==> config.mk <==
export PLATFORM = sky130hd
export DESIGN_NAME = delta_varint_field_encoder
export DESIGN_NICKNAME = d
export VERILOG_FILES = /design/src/dvfe_pkg.sv /design/src/delta_varint_field_encoder.sv
export SDC_FILE = /design/constraint.sdc
export NUM_CORES = 1
export LEC_CHECK = 0
export BUFFER_PORTS_ARGS = -buffer_cell sky130_fd_sc_hd__buf_2
export CAP_MARGIN = 30
export CORE_ASPECT_RATIO = 0.5
export CORE_MARGIN = 5
export CORE_UTILIZATION = 59
export CTS_BUF_LIST = sky130_fd_sc_hd__clkbuf_8
export CTS_CLUSTER_DIAMETER = 60
export CTS_CLUSTER_SIZE = 16
export DETAILED_ROUTE_END_ITERATION = 7
export PLACE_DENSITY = 0.81
export SYNTH_ARGS = -nofsm -noshare
export SYNTH_HDL_FRONTEND = slang
export SYNTH_SLANG_ARGS = --single-unit
==> constraint.sdc <==
create_clock -name clk_i -period 6.8 [get_ports clk_i]
set_input_delay 0.68 -clock clk_i [delete_from_list [all_inputs] [get_ports clk_i]]
set_output_delay 0.68 -clock clk_i [all_outputs]
set_load 0.005 [all_outputs]
==> src/dvfe_pkg.sv <==
`timescale 1ns / 1ps
// Shared types and constants for the delta varint field encoder.
// No dependencies; imported by the encoder top level and its checker.

package dvfe_pkg;

  // Per-column timestamp store; column numbers wrap onto the store by
  // their low bits, so the depth is a power of two.
  localparam int unsigned NumColumns = 16;
  localparam int unsigned ColW       = $clog2(NumColumns);

  // Input word fields
  localparam int unsigned FuncW   = 1;
  localparam int unsigned ColumnW = 4;
  localparam int unsigned ValueW  = 64;

  // tdata carries {value, column}, padded to whole bytes
  localparam int unsigned InFieldsW = ColumnW + ValueW;
  localparam int unsigned InTdataW  = ((InFieldsW + 7) / 8) * 8;
  localparam int unsigned InTuserW  = FuncW;

  localparam int unsigned OutTdataW = 8;

  // LEB128 group layout
  localparam int unsigned        GroupW    = 7;
  localparam logic [GroupW-1:0]  GroupMask = 7'h7F;
  localparam logic [7:0]         MoreFlag  = 8'h80;

  // Raw timestamp goes out as this many little-endian bytes
  localparam int unsigned RawBytes = ValueW / 8;
  localparam int unsigned RawCntW  = $clog2(RawBytes);

  // Operation selector carried in tuser
  typedef enum logic [FuncW-1:0] {
    FUNC_VARINT = 1'b0,
    FUNC_TSTAMP = 1'b1
  } func_e;

  typedef enum logic [2:0] {
    S_IDLE   = 3'b001,
    S_LOOKUP = 3'b010,
    S_EMIT   = 3'b100
  } state_e;

endpackage

==> src/delta_varint_field_encoder.sv <==
`timescale 1ns / 1ps
// Delta varint field encoder top level: one input word in, 1..10 bytes out.
// Depends on dvfe_pkg.
//
// Usage:
//   Slave stream (s_axis_*) takes one word per item: tuser is the operation
//   (varint of value, or timestamp delta), tdata holds column and value.
//   Master stream (m_axis_*) returns the encoded bytes one per word, tlast
//   marking the final byte of the item.
//   Plain varint: value goes out as LEB128, 1..10 bytes.
//   Timestamp: the column's previous timestamp is read from a 16-entry
//   synchronous store. Zero previous -> 8 raw little-endian bytes, else the
//   LEB128 of the wrapped difference. The value is written back as the new
//   previous timestamp.
// Item flow:
//   One item at a time. The first byte is offered in the cycle after acceptance
//   for a plain varint; a timestamp first passes S_LOOKUP for the store read.
//   Bytes then leave one per cycle while the receiver takes them. A new word
//   is taken once tlast has gone out.
// Reset:
//   Clears the state machine and the per-column valid bits, so every column
//   reads as a zero timestamp. No clearing pass is needed.
// Stalls:
//   While m_axis_tready is low the current byte holds on the output and the
//   input side stays not ready.

module delta_varint_field_encoder (
  input  logic                           clk_i,
  input  logic                           rst_ni,
  // slave stream
  input  logic                           s_axis_tvalid,
  output logic                           s_axis_tready,
  // tdata: [3:0] column, [67:4] value, [71:68] zero
  input  logic [dvfe_pkg::InTdataW-1:0]  s_axis_tdata,
  // tuser: [0] func
  input  logic [dvfe_pkg::InTuserW-1:0]  s_axis_tuser,
  // master stream
  output logic                           m_axis_tvalid,
  input  logic                           m_axis_tready,
  // tdata: [7:0] out_byte
  output logic [dvfe_pkg::OutTdataW-1:0] m_axis_tdata,
  // tlast: last byte of the item
  output logic                           m_axis_tlast
);
  import dvfe_pkg::*;

  state_e state_q, state_d;

  // item registers
  logic [ValueW-1:0]  value_q;
  logic [ColW-1:0]    idx_q;
  logic [ValueW-1:0]  sh_q, sh_d;     // bytes still to send, low first
  logic               raw_q, raw_d;   // raw 8-byte mode
  logic [RawCntW-1:0] cnt_q, cnt_d;   // raw byte count

  // timestamp store: memory plus a valid bit per entry
  logic [ValueW-1:0]     mem_q [NumColumns];
  logic [ValueW-1:0]     rd_q;
  logic [NumColumns-1:0] valid_q;
  logic                  rd_en;
  logic                  wr_en;

  logic               in_acc;
  logic               out_acc;
  logic [ColumnW-1:0] in_column;
  logic [ValueW-1:0]  in_value;
  func_e              in_func;
  logic [ValueW-1:0]  prev;
  logic               more;
  logic               last_byte;

  assign in_column = s_axis_tdata[ColumnW-1:0];
  assign in_value  = s_axis_tdata[ColumnW +: ValueW];
  assign in_func   = func_e'(s_axis_tuser[0]);

  assign s_axis_tready = (state_q == S_IDLE);
  assign in_acc        = s_axis_tvalid && s_axis_tready;
  assign m_axis_tvalid = (state_q == S_EMIT);
  assign out_acc       = m_axis_tvalid && m_axis_tready;

  // Never-written columns read as zero
  assign prev = valid_q[idx_q] ? rd_q : '0;

  // Output byte straight from the shift register
  assign more      = |sh_q[ValueW-1:GroupW];
  assign last_byte = raw_q ? (cnt_q == RawCntW'(RawBytes - 1)) : !more;
  assign m_axis_tdata = raw_q ? sh_q[7:0] : ({1'b0, sh_q[GroupW-1:0] & GroupMask} |
                                             (more ? MoreFlag : 8'h00));
  assign m_axis_tlast = last_byte;

  assign rd_en = in_acc && (in_func == FUNC_TSTAMP);
  assign wr_en = (state_q == S_LOOKUP);

  always_comb begin
    state_d = state_q;
    sh_d    = sh_q;
    raw_d   = raw_q;
    cnt_d   = cnt_q;
    unique case (state_q)
      S_IDLE: begin
        if (in_acc) begin
          sh_d  = in_value;
          raw_d = 1'b0;
          cnt_d = '0;
          state_d = (in_func == FUNC_TSTAMP) ? S_LOOKUP : S_EMIT;
        end
      end
      S_LOOKUP: begin
        // read data is back; choose raw or delta, store writes back now
        raw_d   = (prev == '0);
        sh_d    = (prev == '0) ? value_q : value_q - prev;
        cnt_d   = '0;
        state_d = S_EMIT;
      end
      S_EMIT: begin
        if (out_acc) begin
          sh_d  = raw_q ? {8'h00, sh_q[ValueW-1:8]} : {{GroupW{1'b0}}, sh_q[ValueW-1:GroupW]};
          cnt_d = cnt_q + 1'b1;
          if (last_byte) begin
            state_d = S_IDLE;
          end
        end
      end
      default: state_d = S_IDLE;
    endcase
  end

  always_ff @(posedge clk_i or negedge rst_ni) begin
    if (!rst_ni) begin
      state_q <= S_IDLE;
      valid_q <= '0;
    end else begin
      state_q <= state_d;
      if (wr_en) begin
        valid_q[idx_q] <= 1'b1;
      end
    end
  end

  always_ff @(posedge clk_i) begin
    sh_q  <= sh_d;
    raw_q <= raw_d;
    cnt_q <= cnt_d;
    if (in_acc) begin
      value_q <= in_value;
      idx_q   <= in_column[ColW-1:0];
    end
  end

  // Store: one read, one write port; accesses never overlap since the
  // write-back finishes before the next word is taken.
  always_ff @(posedge clk_i) begin
    if (rd_en) begin
      rd_q <= mem_q[in_column[ColW-1:0]];
    end
    if (wr_en) begin
      mem_q[idx_q] <= value_q;
    end
  end

endmodule

# ---- Yosys cells after proc, flatten, opt, wreduce, memory -nomap -nowiden
# Memory sizes are Yosys's and may differ from the RTL's. A register that Yosys moved wholly into a read port is not among the register bits.
# Index checks and enable logic that the tools add are counted.
dict set report classes {
  n_mux 25
  eq_ne 7
  add_sub_neg 2
  n_reduce_logical 12
  n_bitwise 2
  n_lt_le_gt_ge 2
}
# operator count
set ops {}
lappend ops {{64-bit 2-to-1 mux} 4}
lappend ops {{64-bit case mux with 3 select lines} 1}
lappend ops {{64-bit zero test} 1}
lappend ops {{64-bit subtractor} 1}
lappend ops {{57-bit 2-to-1 mux} 1}
lappend ops {{57-bit OR reduction} 1}
lappend ops {{3-bit 2-to-1 mux} 6}
lappend ops {{3-bit case mux with 3 select lines} 2}
lappend ops {{8-bit 2-to-1 mux} 2}
lappend ops {{16-bit bitwise OR} 1}
lappend ops {{7-bit by 8-bit bitwise OR with 8-bit output} 1}
lappend ops {{3-bit equality test (second input constant)} 2}
lappend ops {{1-bit 2-to-1 mux} 6}
lappend ops {{2-bit by 1-bit inequality test with 1-bit output (second input constant)} 3}
lappend ops {{3-bit AND reduction} 2}
lappend ops {{4-bit by 5-bit < comparator with 1-bit output (second input constant)} 1}
lappend ops {{1-bit binary-select mux with 4-bit select} 1}
lappend ops {{1-bit demux with 4-bit select} 1}
lappend ops {{4-bit by 1-bit greater-or-equal comparator with 1-bit output (second input constant)} 1}
lappend ops {{1-bit logical AND} 4}
lappend ops {{3-bit by 1-bit adder with 3-bit output (second input constant)} 1}
lappend ops {{3-bit by 1-bit equality test with 1-bit output (second input constant)} 1}
lappend ops {{3-bit by 2-bit equality test with 1-bit output (second input constant)} 1}
lappend ops {{3-bit nonzero test} 1}
lappend ops {{other kinds (4)} 4}
dict set report word_totals {
  output_inout_bits 11
  input_bits 77
  register_bits 155
  memories 1
  elab_cells 58
  ram_bits 1024
}
# memory words word_bits read_ports rd_clocked_by_memory_dff wr line_no
set memory_table {}
lappend memory_table {mem_q 16 64 1 1 1 delta_varint_field_encoder.sv:57} ;# logic [ValueW-1:0] mem_q [NumColumns];

# ---- Logic depth before layout (Yosys ltp)
# Gate-level depths: netlist of the first run.
dict set report depth {
  word_depth 6
  mapped_depth 19
  depth_no_buf 17
}

# ---- Least setup slack after synthesis of the first run
# OpenSTA, ideal clock, no wires.
dict set report synth_timing {
  path_type {register to register}
  start {reg state_q[0]}
  end {reg valid_q[0]}
  setup_slack_ns 0.504
  setup_ns 0.092
  required_time_ns 6.708
  synth_period_minus_slack_ns 6.296
  arrival_ns 6.205
  path_buffers 1
  stages_incl_launch_ff 7
  path_cell_list {dfstp_2 > nand2b_1 > or2_2 > clkbuf_1 > or3_1 > nor3_1 > or2_2}
}
dict set report synth_between {
  elab_chain_len 1
}
# item line_no
set synth_lines {}
lappend synth_lines {{from (decl)} delta_varint_field_encoder.sv:47} ;# state_e state_q, state_d;
lappend synth_lines {{from (signal assigned)} delta_varint_field_encoder.sv:133} ;# state_q <= state_d;
lappend synth_lines {{3-bit by 2-bit equality test with 1-bit output} delta_varint_field_encoder.sv:92} ;# assign wr_en = (state_q == S_LOOKUP);
lappend synth_lines {{to (signal assigned)} delta_varint_field_encoder.sv:131} ;# valid_q <= '0;
lappend synth_lines {{to (signal, indexed assignment)} delta_varint_field_encoder.sv:135} ;# valid_q[idx_q] <= 1'b1;
lappend synth_lines {{to (decl)} delta_varint_field_encoder.sv:59} ;# logic [NumColumns-1:0] valid_q;
# Every way passes these cells.
# A chain may end at the register's enable or synchronous reset.

# ---- Final worst setup path of the first run
dict set report layout_timing {
  start {reg idx_q[0]}
  end {reg sh_q[58], data pin}
}
dict set report layout_between {
  elab_chain_len 6
  word_cells_on_any_way 7
  classes_between {1 x add/sub; 5 x mux; 1 x reduce/logical}
}
# item line_no
set layout_lines {}
lappend layout_lines {{from (decl)} delta_varint_field_encoder.sv:51} ;# logic [ColW-1:0] idx_q;
lappend layout_lines {{from (signal assigned)} delta_varint_field_encoder.sv:146} ;# idx_q <= in_column[ColW-1:0];
lappend layout_lines {{1-bit binary-select mux with 4-bit select *} delta_varint_field_encoder.sv:82} ;# assign prev = valid_q[idx_q] ? rd_q : '0;
lappend layout_lines {{1-bit 2-to-1 mux (not written as such) *} delta_varint_field_encoder.sv:82}
lappend layout_lines {{64-bit 2-to-1 mux *} delta_varint_field_encoder.sv:82}
lappend layout_lines {{64-bit subtractor / 64-bit zero test (equally long branches)} delta_varint_field_encoder.sv:111} ;# sh_d = (prev == '0) ? value_q : value_q - prev;
lappend layout_lines {{64-bit 2-to-1 mux *} delta_varint_field_encoder.sv:111}
lappend layout_lines {{64-bit case mux with 3 select lines *} delta_varint_field_encoder.sv:99} ;# unique case (state_q)
lappend layout_lines {{named net sh_d[58]} delta_varint_field_encoder.sv:52} ;# logic [ValueW-1:0] sh_q, sh_d;
lappend layout_lines {{to (signal assigned)} delta_varint_field_encoder.sv:141} ;# sh_q <= sh_d;
lappend layout_lines {{to (decl)} delta_varint_field_encoder.sv:52}
# The timed path passes the listed nets; every way through them passes the cells marked *. The select of a mux whose other input is x is not followed.

==> results of run 1 <==
-- power groups by stage --
stage / clock network (W) / logic, W / registers, W
after floorplan: 0 / 0.00231 / 0.00965
after global placement: 0 / 0.00302 / 0.00992
after detailed placement: 0 / 0.00307 / 0.00997
after CTS: 0.00354 / 0.00309 / 0.00980
after global routing: 0.00387 / 0.00341 / 0.00986
final: 0.00349 / 0.00314 / 0.00983
-- worst max-delay path: cells and delay by family, from the launching register on --
kind	cells	cell delay [ps]
and+or+nand+nor	5	910
buffers and inverters	1	310
xor gates and xnor gates	1	160
muxes	2	1060
AOI/OAI and AO/OA	6	2110
DFF	1	580
adders and majority gates	1	290
-- registers in the layout, summed over array words and instances, names as in the netlist --
signal,cells
valid_q,16
sh_q,64
idx_q,4
cnt_q,3
raw_q,1
state_q,3
rd_q,64
mem_q,1024
value_q,64
-- worst paths after layout --
| kind | cells past startpoint | to | startpoint | slack [ps] |
|---|---|---|---|---|
| worst max-delay path | 16 | sh_q[58] | idx_q[0] | 1110 |
| worst min-delay path | 1 | value_q[33] | s_axis_tdata[37] | 50 |
| worst max register to register | 16 | sh_q[58] | idx_q[0] | 1110 |
| worst min register to register | 1 | valid_q[1] | valid_q[1] | 480 |
| max in group asynchronous | 2 | state_q[0] | rst_ni | 6030 |
| min in group asynchronous | 2 | state_q[1] | rst_ni | 400 |
-- metrics by stage --
step,utilization,instance area (um2),instances,hold slack (ps)
global route,0.636,55000,3961,-5.41
floorplan,-,51500,2680,384
detailed placement,0.619,53500,3834,453
CTS,0.635,54900,3953,1.09
global placement,0.618,53400,3830,445
finish,0.636,55000,3961,53.1
-- area by class of cell --
type / count / area [um2]
Sequential cell: 1243 / 37200
Fill cell: 5730 / 31400
Multi-Input combinational cell: 1264 / 13700
Tap cell: 1170 / 1460
Clock buffer: 89 / 1220
Timing Repair Buffer: 143 / 1090
Clock inverter: 27 / 145
Inverter: 22 / 82.6
Antenna cell: 3 / 7.51
-- Yosys cell counts (32+ instances only) --
cell,number,area share
nor4_1,32,0.0039
edfxtp_1,1224,0.71
o221ai_1,32,0.0054
a21o_1,35,0.0051
o21ai_0,71,0.0069
clkbuf_1,106,0.0077
a21oi_1,106,0.010
ha_1,72,0.017
nor2_1,81,0.0059
mux2i_1,47,0.0091
mux4_2,325,0.14
nand2_1,163,0.012
-- repair_timing --
action / in CTS / in global routing
hold buffers: 3 / 1
endpoints found under the hold margin: 20 / 1
buffers inserted: 0 / 0
setup endpoints to repair: 0 / 0
-- metal layers --
layer / wire length [um] / track usage / up-vias
met5: 0 / 0 / -
met4: 4490 / 0.0871 / 0
met3: 13700 / 0.0533 / 264
met2: 57100 / 0.412 / 1637
met1: 47000 / 0.378 / 13980
li1: - / - / 11164
-- logic make-up (layout without fill, tap and decap cells) --
kind of cell             Yosys count  in the layout
AO/OA/AOI/OAI                    357            357
XOR/XNOR                          56             56
adder cells (fa/ha/maj)           73             73
buffers and inverters            173            281
flip-flops                      1243           1243
multiplexers                     385            385
other                              0              3
AND/OR/NAND/NOR                  393            393
==> results_dict.tcl, run 1 <==
set metrics [dict create \
    synthCells 2680 \
    power.total_w 0.0165 \
    drt_iter0_drc 3850 \
    ant_nets 0 \
    hold_violations 0 \
    grt_max_degree 137 \
    ys.flop_type "edfxtp_1" \
    p_leak_nw 17.4 \
    final_cell_mix "1224 x edfxtp_1, 325 x mux4_2, 162 x nand2_1, 106 x a21oi_1, 89 x clkbuf_8" \
    cellPowerDensity_mw_per_mm2 299 \
    setup_tns_ps 0 \
    synthSimpleGateAreaFrac 0.0357 \
    vias_per_cell 6.83 \
    rows 76 \
    peakVddDrop_uv 264 \
    numPortBuffers 83 \
    synth_xor_area_frac 0.00952 \
    worstSkewPairLatency_ps 820 \
    clock_sinks 1243 \
    swShare 0.295 \
    arrival_ps 6230 \
    start_util 0.596 \
    cts-buffers-inserted 88 \
    cts_buffer_depth 3 \
    muxShareOfSynthArea 0.154 \
    cts_tree "yes" \
    layout_setup_ws_ps 1110 \
    grt_pass1_vias 27034 \
    period_share 0.837 \
    layout_min_cycle_time_ps 5690 \
    synth_cell_types 72 \
    synth_compound_area_frac 0.0463 \
    max_freq_mhz 176 \
    cp_slowest_cell "o311ai_0" \
    root_buffer "clkbuf_8" \
    syn_avg_cell_area_um2 19.2 \
    place_congestion 0.964 \
    critical_path_required_ps 7340 \
    endpoint_kind "register" \
    crit_path_start_kind "register" \
    dp_hpwl_um 72600 \
    holdCritPathClass "input port to register" \
    synth_adder_area_share 0.0179 \
    htree_levels 3 \
    firstDrtPassIters 6 \
    finalSetupViolCount 0 \
    synth_top_family_by_area "multiplexers" \
    layout-drive-gt1-share 0.226 \
    synth_nets 2830 \
    fin_skew_ps 52.9 \
    yosysWarnings 0 \
    cp_cell_sequence "mux4_2, mux4_2, buf_4, nand2_1, ha_1, a211oi_1, nor2_1, o311ai_0, nand4_1, nand2_1, o31a_1, nand2_1, a31oi_1, o21ai_0, xnor2_1, o21ai_0" \
    die_area_mm2 0.0936 \
    worst_path_most_repeated_cell "nand2_1" \
    rsz0062_at_grt "false" \
    clk_pin_slew_worst_paths_ps 110 \
    p_seq_frac 0.597 \
    post_cts_resized 0 \
    worst_pin_slew_ps 1040 \
    vias 27045 \
    syn-cell-area_mm2 0.0515 \
    grt_pass1_wl_um 180000 \
    fp.dieH_um 219 \
    clock_power_share 0.212 \
    cp_max_fo 50 \
    ys_async_sr_fraction 0.0153 \
    wl_per_cell_um 30.8 \
    max_cap_violations 0 \
    drcViolationCount 0 \
    synth-seq-cells 1243 \
    yosysSeqAreaShare 0.723 \
    combPwrFrac 0.191 \
    dp_slack_ps 1210 \
    fin_nets 2912 \
    synth_edf_count 1224 \
    internal-power_w 0.0116 \
    wl_um 122000 \
    crit_path_max_incr_delay_ps 820 \
    coreArea_mm2 0.0863 \
    outcome "finished clean" \
    p_switching_w 0.00485 \
    overflow 0 \
    grt_use_total 0.263 \
    antenna_found_initial 4 \
    synthToLayoutAreaGrowth_pct 6.72 \
    drv_slew 0 \
    layout_commonest_cell "edfxtp_1" \
    relSlewSlack 0.305 \
    ios 88 \
    die_x_um 428 \
    crit_type "register to register" \
]
No activity file was read; power rests on OpenSTA's default activity.
==> inputs of run 2 (changes only) <==
==> constraint.sdc (replaced) <==
create_clock -name clk_i -period 4.7 [get_ports clk_i]
set_input_delay 0.47 -clock clk_i [delete_from_list [all_inputs] [get_ports clk_i]]
set_output_delay 0.47 -clock clk_i [all_outputs]
set_load 0.005 [all_outputs]
==> run 2 against run 1 <==
The flow now finishes with violations (setup timing). Combinational power rose by 85%. Wire length up 6.3%. Critical endpoint is now sh_q[63]. Clock skew down 13 ps. Power up 52%. Worst setup slack got worse by 1400 ps. Design area grew 4.4%. Die area stayed put. Clock-buffer cell count fell by 1. Clock power rose by 45%.
==> results_dict.tcl, run 2 (same netlist as run 1, synthesis figures left out) <==
set metrics [dict create \
    postLayoutCellArea_mm2 0.0574 \
    critical_path_required_ps 5260 \
    grt_pass1_vias 28600 \
    relSlewSlack 0.300 \
    vias_per_cell 6.80 \
    layout_commonest_cell "edfxtp_1" \
    layout-drive-gt1-share 0.282 \
    wl_per_cell_um 31.2 \
    arrival_ps 5500 \
    htree_levels 3 \
    place_congestion 1.01 \
    hold_ws_ps 165 \
    dp_slack_ps -360 \
    crit_path_start_kind "register" \
    max_freq_mhz 202 \
    worst_pin_slew_ps 1050 \
    swShare 0.300 \
    placed_area_mm2 0.0545 \
    fillCellCount 5473 \
    wl_um 130000 \
    rows 76 \
    cts_buffer_depth 3 \
    fin_skew_ps 40.0 \
    clock_sinks 1243 \
    antenna_found_initial 5 \
    cts_tree "yes" \
    vias 28322 \
    cellPowerDensity_mw_per_mm2 436 \
    period_share 1.05 \
    die_area_mm2 0.0936 \
    layout_min_cycle_time_ps 4950 \
    rsz0062_at_grt "true" \
    max_cap_violations 0 \
    firstDrtPassIters 8 \
    drv_slew 0 \
    clk_pin_slew_worst_paths_ps 110 \
    violations "setup timing" \
    grt_max_degree 82 \
    overflow 0 \
    p_leak_nw 18.6 \
    endpoint_kind "register" \
    clock_power_share 0.202 \
    fp.dieH_um 219 \
    p_switching_w 0.00751 \
    cp_max_fo 7 \
    layout_setup_ws_ps -245 \
    grt_use_total 0.279 \
    die_x_um 428 \
    final_cell_mix "1224 x edfxtp_1, 325 x mux4_2, 158 x buf_4, 149 x nand2_1, 88 x clkbuf_8" \
    ios 88 \
    synthToLayoutAreaGrowth_pct 11.4 \
    coreArea_mm2 0.0863 \
    finalSetupViolCount 10 \
    drt_iter0_drc 4181 \
    grt_pass1_wl_um 191000 \
    regMostFlops "mem_q" \
    hold_violations 0 \
    start_util 0.596 \
    fin_nets 3108 \
    cts-buffers-inserted 87 \
    internal-power_w 0.0175 \
    holdCritPathClass "input port to register" \
    crit_type "register to register" \
    peakVddDrop_uv 265 \
    dp_hpwl_um 76300 \
    p_seq_frac 0.566 \
    numPortBuffers 83 \
    ant_nets 0 \
    drcViolationCount 0 \
    largest_reg_flops 1024 \
    worstSkewPairLatency_ps 810 \
    root_buffer "clkbuf_8" \
    outcome "finished with violations" \
    combPwrFrac 0.232 \
]
==> run 2: changes by cell type in the layout (fill, tap and decap cells not counted), sizes merged <==
cell         change
buf            +131
dlygate4sd3     +66
inv              +7
clkinv           -4
diode            +2
clkbuf           -1
clkinvlp         +1
==> run 2: final timing paths <==
| check | start | endpoint | slack (ps) | cells after the start |
|---|---|---|---|---|
| worst max-delay path | idx_q[0] | sh_q[63] | -250 | 19 |
| worst min-delay path | s_axis_tdata[1] | idx_q[1] | 170 | 1 |
| worst max register to register | idx_q[0] | sh_q[63] | -250 | 19 |
| worst min register to register | valid_q[2] | valid_q[2] | 480 | 1 |
| max in group asynchronous | rst_ni | valid_q[11] | 4130 | 2 |
| min in group asynchronous | rst_ni | valid_q[12] | 200 | 2 |
==> run 2: power groups by stage <==
| stage | registers, W | logic (W) | clock network, W |
|---|---|---|---|
| after global routing | 0.0142 | 0.00619 | 0.00558 |
| final | 0.0142 | 0.00580 | 0.00505 |
| after detailed placement | 0.0144 | 0.00506 | 0 |
| after CTS | 0.0141 | 0.00550 | 0.00509 |
| after floorplan | 0.0140 | 0.00334 | 0 |
| after global placement | 0.0143 | 0.00500 | 0 |
==> run 2: area by class of cell <==
| class | instances | area (um2) | area share |
|---|---|---|---|
| Antenna cell | 5 | 12.5 | 0.000218 |
| Clock buffer | 88 | 1210 | 0.0211 |
| Clock inverter | 31 | 149 | 0.00259 |
| Inverter | 22 | 82.6 | 0.00144 |
| Multi-Input combinational cell | 1264 | 14400 | 0.250 |
| Sequential cell | 1243 | 37200 | 0.649 |
| Tap cell | 1170 | 1460 | 0.0255 |
| Timing Repair Buffer | 340 | 2880 | 0.0501 |
==> run 2: what timing repair did <==
item | in CTS | in global routing
buffers inserted | 8 | 7
pin swaps | 41 | 48
gates resized for setup | 83 | 57
hold buffers | 70 | 0
endpoints found under the hold margin | 124 | 0
endpoints found under the setup margin | 29 | 39
cloned | 1 | 0
==> run 2: metrics by stage <==
step | utilization | cells | setup TNS [ps] | power [W]
after floorplan | - | 2680 | 0 | 0.0173
after global placement | 0.631 | 3952 | -1390 | 0.0193
after detailed placement | 0.631 | 3954 | -3930 | 0.0194
after CTS | 0.662 | 4151 | -796 | 0.0247
after global routing | 0.665 | 4163 | -3420 | 0.0260
final | 0.665 | 4163 | -1030 | 0.0250
==> run 2: metal layers <==
metal,routed length (um),GRT usage
met1,49300,0.398
met2,60400,0.438
met3,14900,0.0580
met4,5270,0.104
met5,0,0
==> run 2: worst max-delay path, stage by stage (launching register included) <==
cell and delay [ps]:
edfxtp_1 540, mux4_2 570, mux4_2 620, buf_12 210
buf_12 140, nand2_4 80, buf_6 100, ha_4 190
a21oi_2 120, o211ai_1 150, o2111ai_2 160, nand3_1 110
o21ai_1 130, buf_4 160, a21oi_4 70, o31ai_4 260
a41oi_2 230, a31o_1 280, or3_1 340, a32o_1 250
